[src/rtl/cst_pkg.sv]
// Shared types, constants and helper functions of the C source tokenizer.
`default_nettype none

package cst_pkg;

    localparam int CNT_BITS   = 16;
    localparam int KW_BYTES   = 8;
    localparam int KW_COUNT   = 29;
    localparam int OUT_W      = 16;
    localparam int OUTQ_DEPTH = 4;
    localparam int OUTQ_PTR_W = $clog2(OUTQ_DEPTH);

    localparam logic [7:0] CH_HASH  = 8'h23;
    localparam logic [7:0] CH_QUOTE = 8'h22;
    localparam logic [7:0] CH_SLASH = 8'h2F;
    localparam logic [7:0] CH_STAR  = 8'h2A;
    localparam logic [7:0] CH_NL    = 8'h0A;
    localparam logic [7:0] CH_UNDER = 8'h5F;

    typedef logic [CNT_BITS-1:0]   t_cnt;
    typedef logic [KW_BYTES*8-1:0] t_word;

    typedef enum logic [3:0] {
        K_DIRECTIVE = 4'd0,
        K_LITERAL   = 4'd1,
        K_COMMENT   = 4'd2,
        K_OPERATOR  = 4'd3,
        K_PUNCT     = 4'd4,
        K_NUMBER    = 4'd5,
        K_IDENT     = 4'd6,
        K_KEYWORD   = 4'd7,
        K_IGNORE    = 4'd8,
        K_END       = 4'd9
    } t_kind;

    typedef enum logic [2:0] {
        M_IDLE,
        M_HOLD_SLASH,
        M_HOLD_QUOTE,
        M_LITERAL,
        M_COMMENT,
        M_IDENT,
        M_SPACE
    } t_mode;

    typedef struct packed {
        t_kind            kind;
        logic [OUT_W-1:0] line;
        logic [OUT_W-1:0] col;
        logic [OUT_W-1:0] len;
        logic             last;
    } t_rec;

    // Up to two records per source byte, in emission order.
    typedef struct packed {
        logic v0;
        t_rec r0;
        logic v1;
        t_rec r1;
    } t_lex_out;

    // Words are kept right-aligned, first byte highest, zero above.
    localparam t_word KW_TABLE [KW_COUNT] = '{
        t_word'("char"),   t_word'("short"),   t_word'("int"),    t_word'("long"),
        t_word'("unsigned"), t_word'("signed"), t_word'("float"), t_word'("double"),
        t_word'("bool"),   t_word'("_Bool"),   t_word'("struct"), t_word'("enum"),
        t_word'("union"),  t_word'("return"),  t_word'("while"),  t_word'("goto"),
        t_word'("if"),     t_word'("do"),      t_word'("for"),    t_word'("typedef"),
        t_word'("sizeof"), t_word'("main"),    t_word'("const"),  t_word'("volatile"),
        t_word'("extern"), t_word'("static"),  t_word'("auto"),   t_word'("void"),
        t_word'("else")
    };

    function automatic t_cnt sat_inc(t_cnt v);
        return (v == {CNT_BITS{1'b1}}) ? v : v + t_cnt'(1);
    endfunction

    function automatic logic [OUT_W-1:0] clamp_out(t_cnt v);
        logic [CNT_BITS+OUT_W-1:0] w;
        w = {{OUT_W{1'b0}}, v};
        if (w > {{CNT_BITS{1'b0}}, {OUT_W{1'b1}}}) begin
            return {OUT_W{1'b1}};
        end
        return w[OUT_W-1:0];
    endfunction

    function automatic logic kw_match(t_word w, t_cnt n);
        logic hit;
        hit = 1'b0;
        for (int i = 0; i < KW_COUNT; i++) begin
            if (w == KW_TABLE[i]) begin
                hit = 1'b1;
            end
        end
        return hit && (n <= t_cnt'(KW_BYTES));
    endfunction

endpackage

`default_nettype wire

[src/rtl/cst_lexer.sv]
// Lexer state and one-byte step: classifies a byte and emits up to two records.
`default_nettype none

module cst_lexer
    import cst_pkg::*;
(
    input  wire logic     i_clk,
    input  wire logic     i_rst_n,
    input  wire logic     i_step,
    input  wire logic [7:0] i_byte,
    input  wire logic     i_eoi,
    output t_lex_out      o_lex
);

    t_mode r_mode, n_mode;
    t_cnt  r_len, n_len;
    t_word r_win, n_win;
    t_cnt  r_tok_line, n_tok_line;
    t_cnt  r_tok_col, n_tok_col;
    t_cnt  r_cur_line, n_cur_line;
    t_cnt  r_cur_col, n_cur_col;

    logic  s_e0;
    t_kind s_k0;
    t_cnt  s_l0;
    logic  s_e1;
    t_kind s_k1;

    function automatic logic is_alpha(logic [7:0] b);
        return (b >= "a" && b <= "z") || (b >= "A" && b <= "Z");
    endfunction

    function automatic logic is_digit(logic [7:0] b);
        return b >= "0" && b <= "9";
    endfunction

    function automatic logic is_ident(logic [7:0] b);
        return (b == CH_UNDER) || is_alpha(b) || is_digit(b);
    endfunction

    function automatic logic is_space(logic [7:0] b);
        return (b == " ") || (b >= 8'd9 && b <= 8'd13);
    endfunction

    function automatic logic is_op(logic [7:0] b);
        logic r;
        case (b)
            "+", ".", "=", "-", "/", "%", "*", "(", ")", "[",
            "]", "{", "}", ">", "<", "&", "|", "~", "!", "^": r = 1'b1;
            default: r = 1'b0;
        endcase
        return r;
    endfunction

    function automatic logic is_punct(logic [7:0] b);
        logic r;
        case (b)
            ";", ",", "\"", "'", ":": r = 1'b1;
            default: r = 1'b0;
        endcase
        return r;
    endfunction

    // Record of a pending token comes first, then a token started by this byte.
    always_comb begin : next_state
        logic done;
        done       = 1'b0;
        n_mode     = r_mode;
        n_len      = r_len;
        n_win      = r_win;
        n_tok_line = r_tok_line;
        n_tok_col  = r_tok_col;
        n_cur_line = r_cur_line;
        n_cur_col  = r_cur_col;
        s_e0       = 1'b0;
        s_k0       = K_IGNORE;
        s_l0       = '0;
        s_e1       = 1'b0;
        s_k1       = K_IGNORE;

        // resolve a held slash or quote
        case (r_mode)
            M_HOLD_SLASH: begin
                if (i_byte == CH_SLASH || i_byte == CH_STAR) begin
                    n_mode = M_COMMENT;
                    n_len  = t_cnt'(2);
                    done   = 1'b1;
                    if (i_eoi) begin
                        s_e0 = 1'b1;
                        s_k0 = K_END;
                        s_l0 = t_cnt'(2);
                    end
                end else begin
                    s_e0   = 1'b1;
                    s_k0   = K_OPERATOR;
                    s_l0   = t_cnt'(1);
                    n_mode = M_IDLE;
                    n_len  = '0;
                end
            end
            M_HOLD_QUOTE: begin
                if (!i_byte[7]) begin
                    n_mode = M_LITERAL;
                    n_len  = t_cnt'(1);
                end else begin
                    s_e0   = 1'b1;
                    s_k0   = K_PUNCT;
                    s_l0   = t_cnt'(1);
                    n_mode = M_IDLE;
                    n_len  = '0;
                end
            end
            default: ;
        endcase

        // continue or close a running token
        if (!done) begin
            case (n_mode)
                M_LITERAL: begin
                    n_len = sat_inc(n_len);
                    done  = 1'b1;
                    if (i_byte == CH_QUOTE || i_eoi) begin
                        s_e0   = 1'b1;
                        s_k0   = (i_eoi) ? K_END : K_LITERAL;
                        s_l0   = n_len;
                        n_mode = M_IDLE;
                        n_len  = '0;
                    end
                end
                M_COMMENT: begin
                    done = 1'b1;
                    if (i_byte == CH_NL) begin
                        s_e0   = 1'b1;
                        s_k0   = (i_eoi) ? K_END : K_COMMENT;
                        s_l0   = n_len;
                        n_mode = M_IDLE;
                        n_len  = '0;
                    end else begin
                        n_len = sat_inc(n_len);
                        if (i_eoi) begin
                            s_e0 = 1'b1;
                            s_k0 = K_END;
                            s_l0 = n_len;
                        end
                    end
                end
                M_IDENT: begin
                    if (is_ident(i_byte)) begin
                        done = 1'b1;
                        if (n_len < t_cnt'(KW_BYTES)) begin
                            n_win = {n_win[KW_BYTES*8-9:0], i_byte};
                        end
                        n_len = sat_inc(n_len);
                        if (i_eoi) begin
                            s_e0 = 1'b1;
                            s_k0 = kw_match(n_win, n_len) ? K_KEYWORD : K_IDENT;
                            s_l0 = n_len;
                        end
                    end else begin
                        s_e0   = 1'b1;
                        s_k0   = kw_match(n_win, n_len) ? K_KEYWORD : K_IDENT;
                        s_l0   = n_len;
                        n_mode = M_IDLE;
                        n_len  = '0;
                    end
                end
                M_SPACE: begin
                    if (is_space(i_byte)) begin
                        done  = 1'b1;
                        n_len = sat_inc(n_len);
                        if (i_eoi) begin
                            s_e0 = 1'b1;
                            s_k0 = K_END;
                            s_l0 = n_len;
                        end
                    end else begin
                        s_e0   = 1'b1;
                        s_k0   = K_IGNORE;
                        s_l0   = n_len;
                        n_mode = M_IDLE;
                        n_len  = '0;
                    end
                end
                default: ;
            endcase
        end

        // start a new token at the current position
        if (!done) begin
            n_tok_line = r_cur_line;
            n_tok_col  = r_cur_col;
            n_len      = '0;
            if (i_byte == CH_HASH) begin
                s_e1 = 1'b1;
                s_k1 = K_DIRECTIVE;
            end else if (i_byte == CH_QUOTE) begin
                if (i_eoi) begin
                    s_e1 = 1'b1;
                    s_k1 = K_END;
                end else begin
                    n_mode = M_HOLD_QUOTE;
                end
            end else if (i_byte == CH_SLASH) begin
                if (i_eoi) begin
                    s_e1 = 1'b1;
                    s_k1 = K_OPERATOR;
                end else begin
                    n_mode = M_HOLD_SLASH;
                end
            end else if (is_op(i_byte)) begin
                s_e1 = 1'b1;
                s_k1 = K_OPERATOR;
            end else if (is_punct(i_byte)) begin
                s_e1 = 1'b1;
                s_k1 = K_PUNCT;
            end else if (is_digit(i_byte)) begin
                s_e1 = 1'b1;
                s_k1 = K_NUMBER;
            end else if (is_ident(i_byte)) begin
                n_win  = t_word'(i_byte);
                n_len  = t_cnt'(1);
                n_mode = M_IDENT;
                if (i_eoi) begin
                    s_e1 = 1'b1;
                    s_k1 = kw_match(n_win, n_len) ? K_KEYWORD : K_IDENT;
                end
            end else if (is_space(i_byte)) begin
                n_len  = t_cnt'(1);
                n_mode = M_SPACE;
                if (i_eoi) begin
                    s_e1 = 1'b1;
                    s_k1 = K_END;
                end
            end else begin
                s_e1 = 1'b1;
                s_k1 = (i_eoi) ? K_END : K_IGNORE;
            end
        end

        // advance the position, restart it after the final byte
        if (i_eoi) begin
            n_cur_line = '0;
            n_cur_col  = '0;
            n_mode     = M_IDLE;
            n_len      = '0;
        end else if (i_byte == CH_NL) begin
            n_cur_line = sat_inc(r_cur_line);
            n_cur_col  = '0;
        end else begin
            n_cur_col = sat_inc(r_cur_col);
        end
    end

    always_comb begin : outputs
        o_lex.v0      = i_step && s_e0;
        o_lex.r0.kind = s_k0;
        o_lex.r0.line = clamp_out(r_tok_line);
        o_lex.r0.col  = clamp_out(r_tok_col);
        o_lex.r0.len  = clamp_out(s_l0);
        o_lex.r0.last = !s_e1;
        o_lex.v1      = i_step && s_e1;
        o_lex.r1.kind = s_k1;
        o_lex.r1.line = clamp_out(r_cur_line);
        o_lex.r1.col  = clamp_out(r_cur_col);
        o_lex.r1.len  = OUT_W'(1);
        o_lex.r1.last = 1'b1;
    end

    always_ff @(posedge i_clk) begin
        if (!i_rst_n) begin
            r_mode     <= M_IDLE;
            r_len      <= '0;
            r_win      <= '0;
            r_tok_line <= '0;
            r_tok_col  <= '0;
            r_cur_line <= '0;
            r_cur_col  <= '0;
        end else if (i_step) begin
            r_mode     <= n_mode;
            r_len      <= n_len;
            r_win      <= n_win;
            r_tok_line <= n_tok_line;
            r_tok_col  <= n_tok_col;
            r_cur_line <= n_cur_line;
            r_cur_col  <= n_cur_col;
        end
    end

endmodule

`default_nettype wire

[src/rtl/cst_outq.sv]
// Record queue: takes up to two records a cycle, hands out one per request.
`default_nettype none

module cst_outq
    import cst_pkg::*;
(
    input  wire logic     i_clk,
    input  wire logic     i_rst_n,
    input  wire t_lex_out i_push,
    input  wire logic     i_stall,
    output logic          o_valid,
    output t_rec          o_rec,
    output logic          o_room
);

    t_rec                  r_q [OUTQ_DEPTH];
    logic [OUTQ_PTR_W-1:0] r_head, n_head;
    logic [OUTQ_PTR_W:0]   r_count, n_count;
    logic [OUTQ_PTR_W-1:0] tail_a, tail_b;
    logic [OUTQ_PTR_W:0]   n_pushed;
    logic                  pop;
    logic                  wr_a, wr_b;
    t_rec                  data_a;

    assign o_valid = (r_count != '0);
    assign o_rec   = r_q[r_head];
    // room for two records, judged on the registered fill only
    assign o_room  = (r_count <= (OUTQ_PTR_W+1)'(OUTQ_DEPTH - 2));
    assign pop     = o_valid && !i_stall;

    assign wr_a   = i_push.v0 || i_push.v1;
    assign wr_b   = i_push.v0 && i_push.v1;
    assign data_a = (i_push.v0) ? i_push.r0 : i_push.r1;
    assign tail_a = r_head + r_count[OUTQ_PTR_W-1:0];
    assign tail_b = tail_a + OUTQ_PTR_W'(1);

    assign n_pushed = (OUTQ_PTR_W+1)'(i_push.v0) + (OUTQ_PTR_W+1)'(i_push.v1);
    assign n_count  = r_count + n_pushed - (OUTQ_PTR_W+1)'(pop);
    assign n_head   = r_head + OUTQ_PTR_W'(pop);

    always_ff @(posedge i_clk) begin
        if (!i_rst_n) begin
            r_head  <= '0;
            r_count <= '0;
        end else begin
            r_head  <= n_head;
            r_count <= n_count;
        end
    end

    always_ff @(posedge i_clk) begin
        if (wr_a) begin
            r_q[tail_a] <= data_a;
        end
        if (wr_b) begin
            r_q[tail_b] <= i_push.r1;
        end
    end

endmodule

`default_nettype wire

[src/rtl/c_source_tokenizer.sv]
// Top level of the C source tokenizer: input register, lexer step, record queue.
//
// Input channel: one source byte per request (i_byte_in, i_end_of_input) on
// i_valid / o_stall. Output channel: one token record per request on
// o_valid / i_stall; o_last_of_run marks the final record caused by a byte.
// A byte is registered on acceptance in the input register, stepped through
// the lexer once the record queue has room, and its records are written into
// the queue, whose head drives o_valid. One byte is consumed per cycle while
// the queue has room; a byte that closes a pending token and also forms a
// token of its own gives two records, and the output hands them out one per
// request. Keyword matching is a row of parallel comparators on an 8-byte
// word register.
// The lexer steps a byte only while the four-entry record queue has room
// for two records; otherwise o_stall rises with the byte held in the input
// register. A stalled receiver keeps the head record steady and, once the
// queue fills, backs up into o_stall. Reset is synchronous and active low:
// it empties the queue and the input register and returns the position
// counters and the scan state to zero and idle.
`default_nettype none

module c_source_tokenizer
    import cst_pkg::*;
(
    input  wire logic        i_clk,
    input  wire logic        i_rst_n,
    input  wire logic        i_valid,
    input  wire logic [7:0]  i_byte_in,
    input  wire logic        i_end_of_input,
    output logic             o_stall,
    output logic             o_valid,
    output logic [3:0]       o_token_kind,
    output logic [15:0]      o_start_line,
    output logic [15:0]      o_start_column,
    output logic [15:0]      o_token_length,
    output logic             o_last_of_run,
    input  wire logic        i_stall
);

    logic       r_in_valid, n_in_valid;
    logic [7:0] r_in_byte;
    logic       r_in_eoi;
    logic       accept;
    logic       step;
    logic       room;
    t_lex_out   lex;
    t_rec       head;

    assign step       = r_in_valid && room;
    assign o_stall    = r_in_valid && !room;
    assign accept     = i_valid && !o_stall;
    assign n_in_valid = accept || (r_in_valid && !step);

    always_ff @(posedge i_clk) begin
        if (!i_rst_n) begin
            r_in_valid <= 1'b0;
        end else begin
            r_in_valid <= n_in_valid;
        end
    end

    // hold the byte while it waits for queue room
    always_ff @(posedge i_clk) begin
        if (accept) begin
            r_in_byte <= i_byte_in;
            r_in_eoi  <= i_end_of_input;
        end
    end

    cst_lexer u_lexer (
        .i_clk   (i_clk),
        .i_rst_n (i_rst_n),
        .i_step  (step),
        .i_byte  (r_in_byte),
        .i_eoi   (r_in_eoi),
        .o_lex   (lex)
    );

    cst_outq u_outq (
        .i_clk   (i_clk),
        .i_rst_n (i_rst_n),
        .i_push  (lex),
        .i_stall (i_stall),
        .o_valid (o_valid),
        .o_rec   (head),
        .o_room  (room)
    );

    assign o_token_kind   = head.kind;
    assign o_start_line   = head.line;
    assign o_start_column = head.col;
    assign o_token_length = head.len;
    assign o_last_of_run  = head.last;

endmodule

`default_nettype wire

[config.mk]
export PLATFORM = sky130hd
export DESIGN_NAME = c_source_tokenizer
export DESIGN_NICKNAME = d
export VERILOG_FILES = /design/src/rtl/cst_pkg.sv /design/src/rtl/cst_lexer.sv /design/src/rtl/cst_outq.sv /design/src/rtl/c_source_tokenizer.sv
export SDC_FILE = /design/constraint.sdc
export NUM_CORES = 1
export LEC_CHECK = 0
export BUFFER_PORTS_ARGS = -buffer_cell sky130_fd_sc_hd__buf_2
export CORE_UTILIZATION = 45
export CTS_BUF_LIST = sky130_fd_sc_hd__clkbuf_16
export CTS_CLUSTER_SIZE = 10
export DETAILED_ROUTE_END_ITERATION = 6
export GPL_TIMING_DRIVEN = 1
export PLACE_DENSITY = 0.65
export SLEW_MARGIN = 20
export SYNTH_ARGS = -nofsm -noshare
export SYNTH_HDL_FRONTEND = slang
export SYNTH_SLANG_ARGS = --single-unit
[constraint.sdc]
create_clock -name i_clk -period 5.21 [get_ports i_clk]
set_input_delay 0.7815 -clock i_clk [delete_from_list [all_inputs] [get_ports i_clk]]
set_output_delay 0.7815 -clock i_clk [all_outputs]
set_load 0.03 [all_outputs]
# == Word-level counts from Yosys, hierarchy flattened ==
# Memories as Yosys holds them, arrays and structs flattened. A register that Yosys moved wholly into a read port is not among the register bits.
# Index checks and enable logic that the tools add are counted.
# totals
reg_bits,162
latchBits,0
mem_bits_rw,212
mem_bits_ro,0
input_bits,13
word_cells,383
memories,1
# op_classes
n_addsub,9
multipliers,0
div,0
magnitude_cmp,12
n_eq_ne,98
shift,0
muxes,215
n_bitwise,1
reduce_logical,35
# mem_list
memory,depth,width,rd,rd_clocked_by_memory_dff,write_ports,line_no,rtl
u_outq.r_q,4,53,1,1,2,cst_outq.sv:16,t_rec r_q [OUTQ_DEPTH];
# op_table
op,count
$eq 64x31->1 const B,18
$mux 64,15
$eq 64x47->1 const B,14
$eq 64x39->1 const B,12
$mux 16,27
$eq 64x15->1 const B,4
$eq 64x23->1 const B,4
$eq 64x63->1 const B,4
$eq 8x6->1 const B,20
$eq 64x55->1 const B,2
$pmux 16 s4,2
$mux 1,119
$mux 4,21
$eq 8x7->1 const B,8
$mux 53,1
$add 16x1->16 const B,3
$eq 16x16->1 const B,3
$mux 3,16
$le 16x4->1 const B,2
$pmux 16 s2,1
$reduce_or 20->1,1
$ge 8x7->1 const B,2
$le 8x7->1 const B,2
$lt 16x4->1 const B,1
36 further kinds,68

# == Longest topological paths before layout ==
# logic_depth
ltp_word,50
depth_mapped,19
mapped_depth_nobuf,14

# == Hierarchy ==
# A second synthesis with hierarchy kept.
# unflattened
hier_cells,2188
hier_area_um2,22216.3
# by_module_without_submodules
module,n_inst,cells_each,area_per_inst_um2
cst_lexer,1,1549,11343.4
cst_outq,1,625,10548.9
c_source_tokenizer,1,14,324.1

# == Worst setup path before layout ==
# Ideal clock, no wire load.
# synth_path
path_type,flip-flop to flip-flop
start,register r_in_byte[4]
end,"memory u_outq.r_q[0][17] (netlist name), enable pin"
setup_ns,0.392
t_arrival_ns,4.195
required_ns,4.818
path_slack_ns,0.623
path_stages_with_launch,14
path_buffers,4
synth_period_minus_slack_ns,4.587
path_cell_list,edfxtp_1 clkbuf_1 o2111ai_1 a22o_1 clkbuf_1 nor4_2 and2_1 clkbuf_1 clkbuf_1 nand2_1 ha_1 nor3_1 nor2_1 inv_1
# synth_lines
element,line_no,rtl
start: declaration,c_source_tokenizer.sv:40,logic [7:0] r_in_byte;
start signal: assignment,c_source_tokenizer.sv:64,r_in_byte <= i_byte_in;
end: declaration,cst_outq.sv:16,

==> results.toml <==
[yosys]
ys_ff_latch = 374
synthArstFlopShare_pct = 0
yosysWarnings = 0
syn-num-nets = 2236
yosysSeqAreaShare_pct = 43.4
synth_edf_count = 153
synthFlopType = "dfxtp_1"
syn_avg_cell_area_sq_um = 9.41
netlist_area_sq_um = 20800
ys_types = 93
syn_inst = 2211

[clocking]
cts_tree = "yes"
holdBufCountCts = 0
clk_path_buf_depth = 3
cts_buffers = 45
post_cts.repair.setup_buffers = 0
htreeDepth = 2
root_buffer = "clkbuf_16"
clk_pin_slew_ps = 60
clkLatencyLatePin_ps = 590
cts_sinks = 374

[pwr]
comb_power_share_pct = 20.2
power_frac_clock_pct = 36.9
seq_power_share_pct = 43.0
p_int_mw = 5.47
p_per_area_nw_per_um2 = 346
vdd_ir_drop_max_v = 0.000294
leakage_nw = 7.36
p_switching_mw = 2.48
switching_share_pct = 31.2

[sta]
slew_headroom_pct = 16.9
setup_viol = 0
holdWs_ps = 387
slew_violations = 0
timing.final.crit_share_pct = 95.7
rsz0062_at_grt = "false"
setup_slack_ps = 224
tightest_slew_ps = 1210
setup_tns_ps = 0
fin_crit_ps = 4990
max_freq_ghz = 0.201
skew_ps = 22.1
hold_viol = 0

[flow_run]
max-cap-violations = 0

[die]
die_h_um = 217
dieWidth_um = 217
die_area_sq_um = 47100
boundaryPins = 68
start_util_pct = 45.7
core-area_sq_um = 45500
placementRows = 78

[finish]
diodes = 0
finalNetCount = 2219
syn2layout_area_growth_pct = 10.4
layout-drive-gt1-share_pct = 12.4
instances_no_fill = 2826
final_area_sq_um = 23000

[grt]
gr-usage-met2_pct = 48.0
antenna_found_initial = 0
grt_overflow = 0
grt_max_degree = 70
track_usage_pct = 29.3
grt_pass1_vias = 17900
top_usage_layer = "met2"
grt.met3_usage_pct = 4.96
use_met1_pct = 38.2
grt_pass1_wl_um = 107000

[setup_path]
path_delay_family = "simple AND/OR/NAND/NOR gates"
cp_num_buf_inv = 1
cp_cell_sequence = "or4b_4 -> nor4_4 -> a21oi_1 -> inv_1 -> ha_1 -> nand3_1 -> nor4_4 -> nor4_4 -> or3_1 -> a31o_1 -> o31ai_2 -> o211ai_1 -> o21ai_1"
end_kind = "flop"
crit_top_cell = "nor4_4"
start_kind = "flop"
crit_fanout = 15
crit_type = "flop to flop"
worstPathRequired_ps = 5620
critPathMaxStageDelay_ps = 720
critical_path.slowest_cell = "nor4_4"
crit_arrival_ps = 5390

[placement]
gp_congestion = 0.987
post_dp_cell_area_sq_um = 21600
dp_slack_ps = 323
dp_hpwl_um = 46900
dp_cells = 2747
numPortBuffers = 67

[routing]
first_iter_violations = 1946
first_pass_iters = 6
num_vias = 18500
wl_per_cell_um = 24.7
drc = 0
routed_wl_um = 69700
via_per_inst = 6.56
antenna_left = 0

[status]
status = "finished, final reports clean"

[hold_path]
holdCritPathClass = "input port to flop"
## layout make-up
class,count,area [sq um]
clock buffers,45,1130
inverters,36,135
fillers,4239,22500
repair buffers,122,751
multi-input cells,1615,10900
well taps,600,751
clock inverters,34,234
flip-flops and latches,374,9020
## flip-flops by register name (all words and copies together), names as in the netlist
name and flops:
u_lexer.r_tok_line 16, r_in_valid 1, u_lexer.r_win 64, u_lexer.r_mode 3, u_lexer.r_cur_line 16, u_outq.r_q 212, u_lexer.r_len 16, u_outq.r_count 3
u_lexer.r_cur_col 16, r_in_byte 8, r_in_eoi 1, u_outq.r_head 2, u_lexer.r_tok_col 16
## logic make-up after synthesis
group | after synthesis | synth area share (%)
xor gates and xnor gates | 36 | 1.52
buffers and inverters | 222 | 4.24
DFF | 374 | 43.4
muxes | 68 | 6.47
and+or+nand+nor | 932 | 23.9
AOI/OAI and AO/OA | 567 | 19.7
adders and majority gates | 12 | 0.758
## power groups by stage
stage          logic, mW  registers, mW  clock network (mW)
2_1_floorplan       1.19           3.37                   0
3_3_place_gp        1.59           3.47                   0
3_5_place_dp        1.60           3.48                   0
4_1_cts             1.61           3.42                2.98
5_1_grt             1.70           3.45                3.09
6_report            1.60           3.42                2.93
## cells in the final DEF, fill, tap and decap left out, types with 54 or more instances in the layout
cell type  netlist  layout
buf_4            3      56
nor3_1          56      56
nand4_1         54      54
a22o_1         144     144
o21ai_0         84      83
nand3_1         90      90
nand2_1        259     258
buf_2           30      66
dfxtp_1        221     219
nor2b_1        113     112
a22oi_1         70      70
a21oi_1         62      62
edfxtp_1       153     153
nor2_1         127     127
## synthesized netlist by cell type, types with 16 or more instances
master | count | share of area, %
nand2_1 | 259 | 4.7
dfxtp_1 | 221 | 21
edfxtp_1 | 153 | 22
clkbuf_1 | 145 | 2.6
a22o_1 | 144 | 6.1
nor2_1 | 127 | 2.3
nor2b_1 | 113 | 3.4
nand3_1 | 90 | 2.2
o21ai_0 | 84 | 2.0
a22oi_1 | 70 | 2.5
a21oi_1 | 62 | 1.5
nor3_1 | 56 | 1.3
nand4_1 | 54 | 1.6
nor4_1 | 54 | 1.6
mux4_2 | 53 | 5.7
a21boi_0 | 36 | 1.3
o21ai_1 | 31 | 0.75
buf_2 | 30 | 0.72
inv_1 | 30 | 0.54
and3_1 | 21 | 0.63
nand2b_1 | 21 | 0.63
xor2_1 | 21 | 0.88
and2_1 | 20 | 0.60
o22ai_1 | 17 | 0.51
or3_1 | 17 | 0.51
and4_1 | 16 | 0.67
## per-stage QoR
step | power (mW) | util [%]
6_report | 7.95 | 50.5
5_1_grt | 8.23 | 50.5
3_3_place_gp | 5.05 | 47.5
2_1_floorplan | 4.56 | -
4_1_cts | 8.01 | 50.5
3_5_place_dp | 5.09 | 47.5
## timing repair
action / CTS / global route
setup endpoints to repair: 0 / 4
resized for setup: 0 / 1
hold endpoints to repair: 0 / 0
## worst reg2reg max path, stage by stage, from the launching register on
cell and delay, ps:
edfxtp_1 580, or4b_4 640, nor4_4 390, a21oi_1 140, inv_1 120, ha_1 330, nand3_1 190, nor4_4 720
nor4_4 140, or3_1 350, a31o_1 250, o31ai_2 350, o211ai_1 370, o21ai_1 260
## path summary, 6_finish.rpt
check                                              startpoint                            end  slack (ps)  depth (start not counted)
worst min-delay path                             i_byte_in[1]         r_in_byte[1]$_DFFE_PP_         390                          1
worst max register to register         r_in_byte[4]$_DFFE_PP_    u_outq.r_q[3][49]$_DFFE_PP_         220                         13
worst max-delay path                   r_in_byte[4]$_DFFE_PP_    u_outq.r_q[3][49]$_DFFE_PP_         220                         13
worst min register to register  u_outq.r_q[1][4]$_SDFFE_PP0P_  u_outq.r_q[1][4]$_SDFFE_PP0P_         450                          2
## per-layer routing
layer	vias up	part of all wire, %
li1	8374	-
met1	9068	41
met2	911	47
met3	186	7.9
met4	0	3.8
met5	-	0
Note: power is estimated with default switching activity, not from simulation.
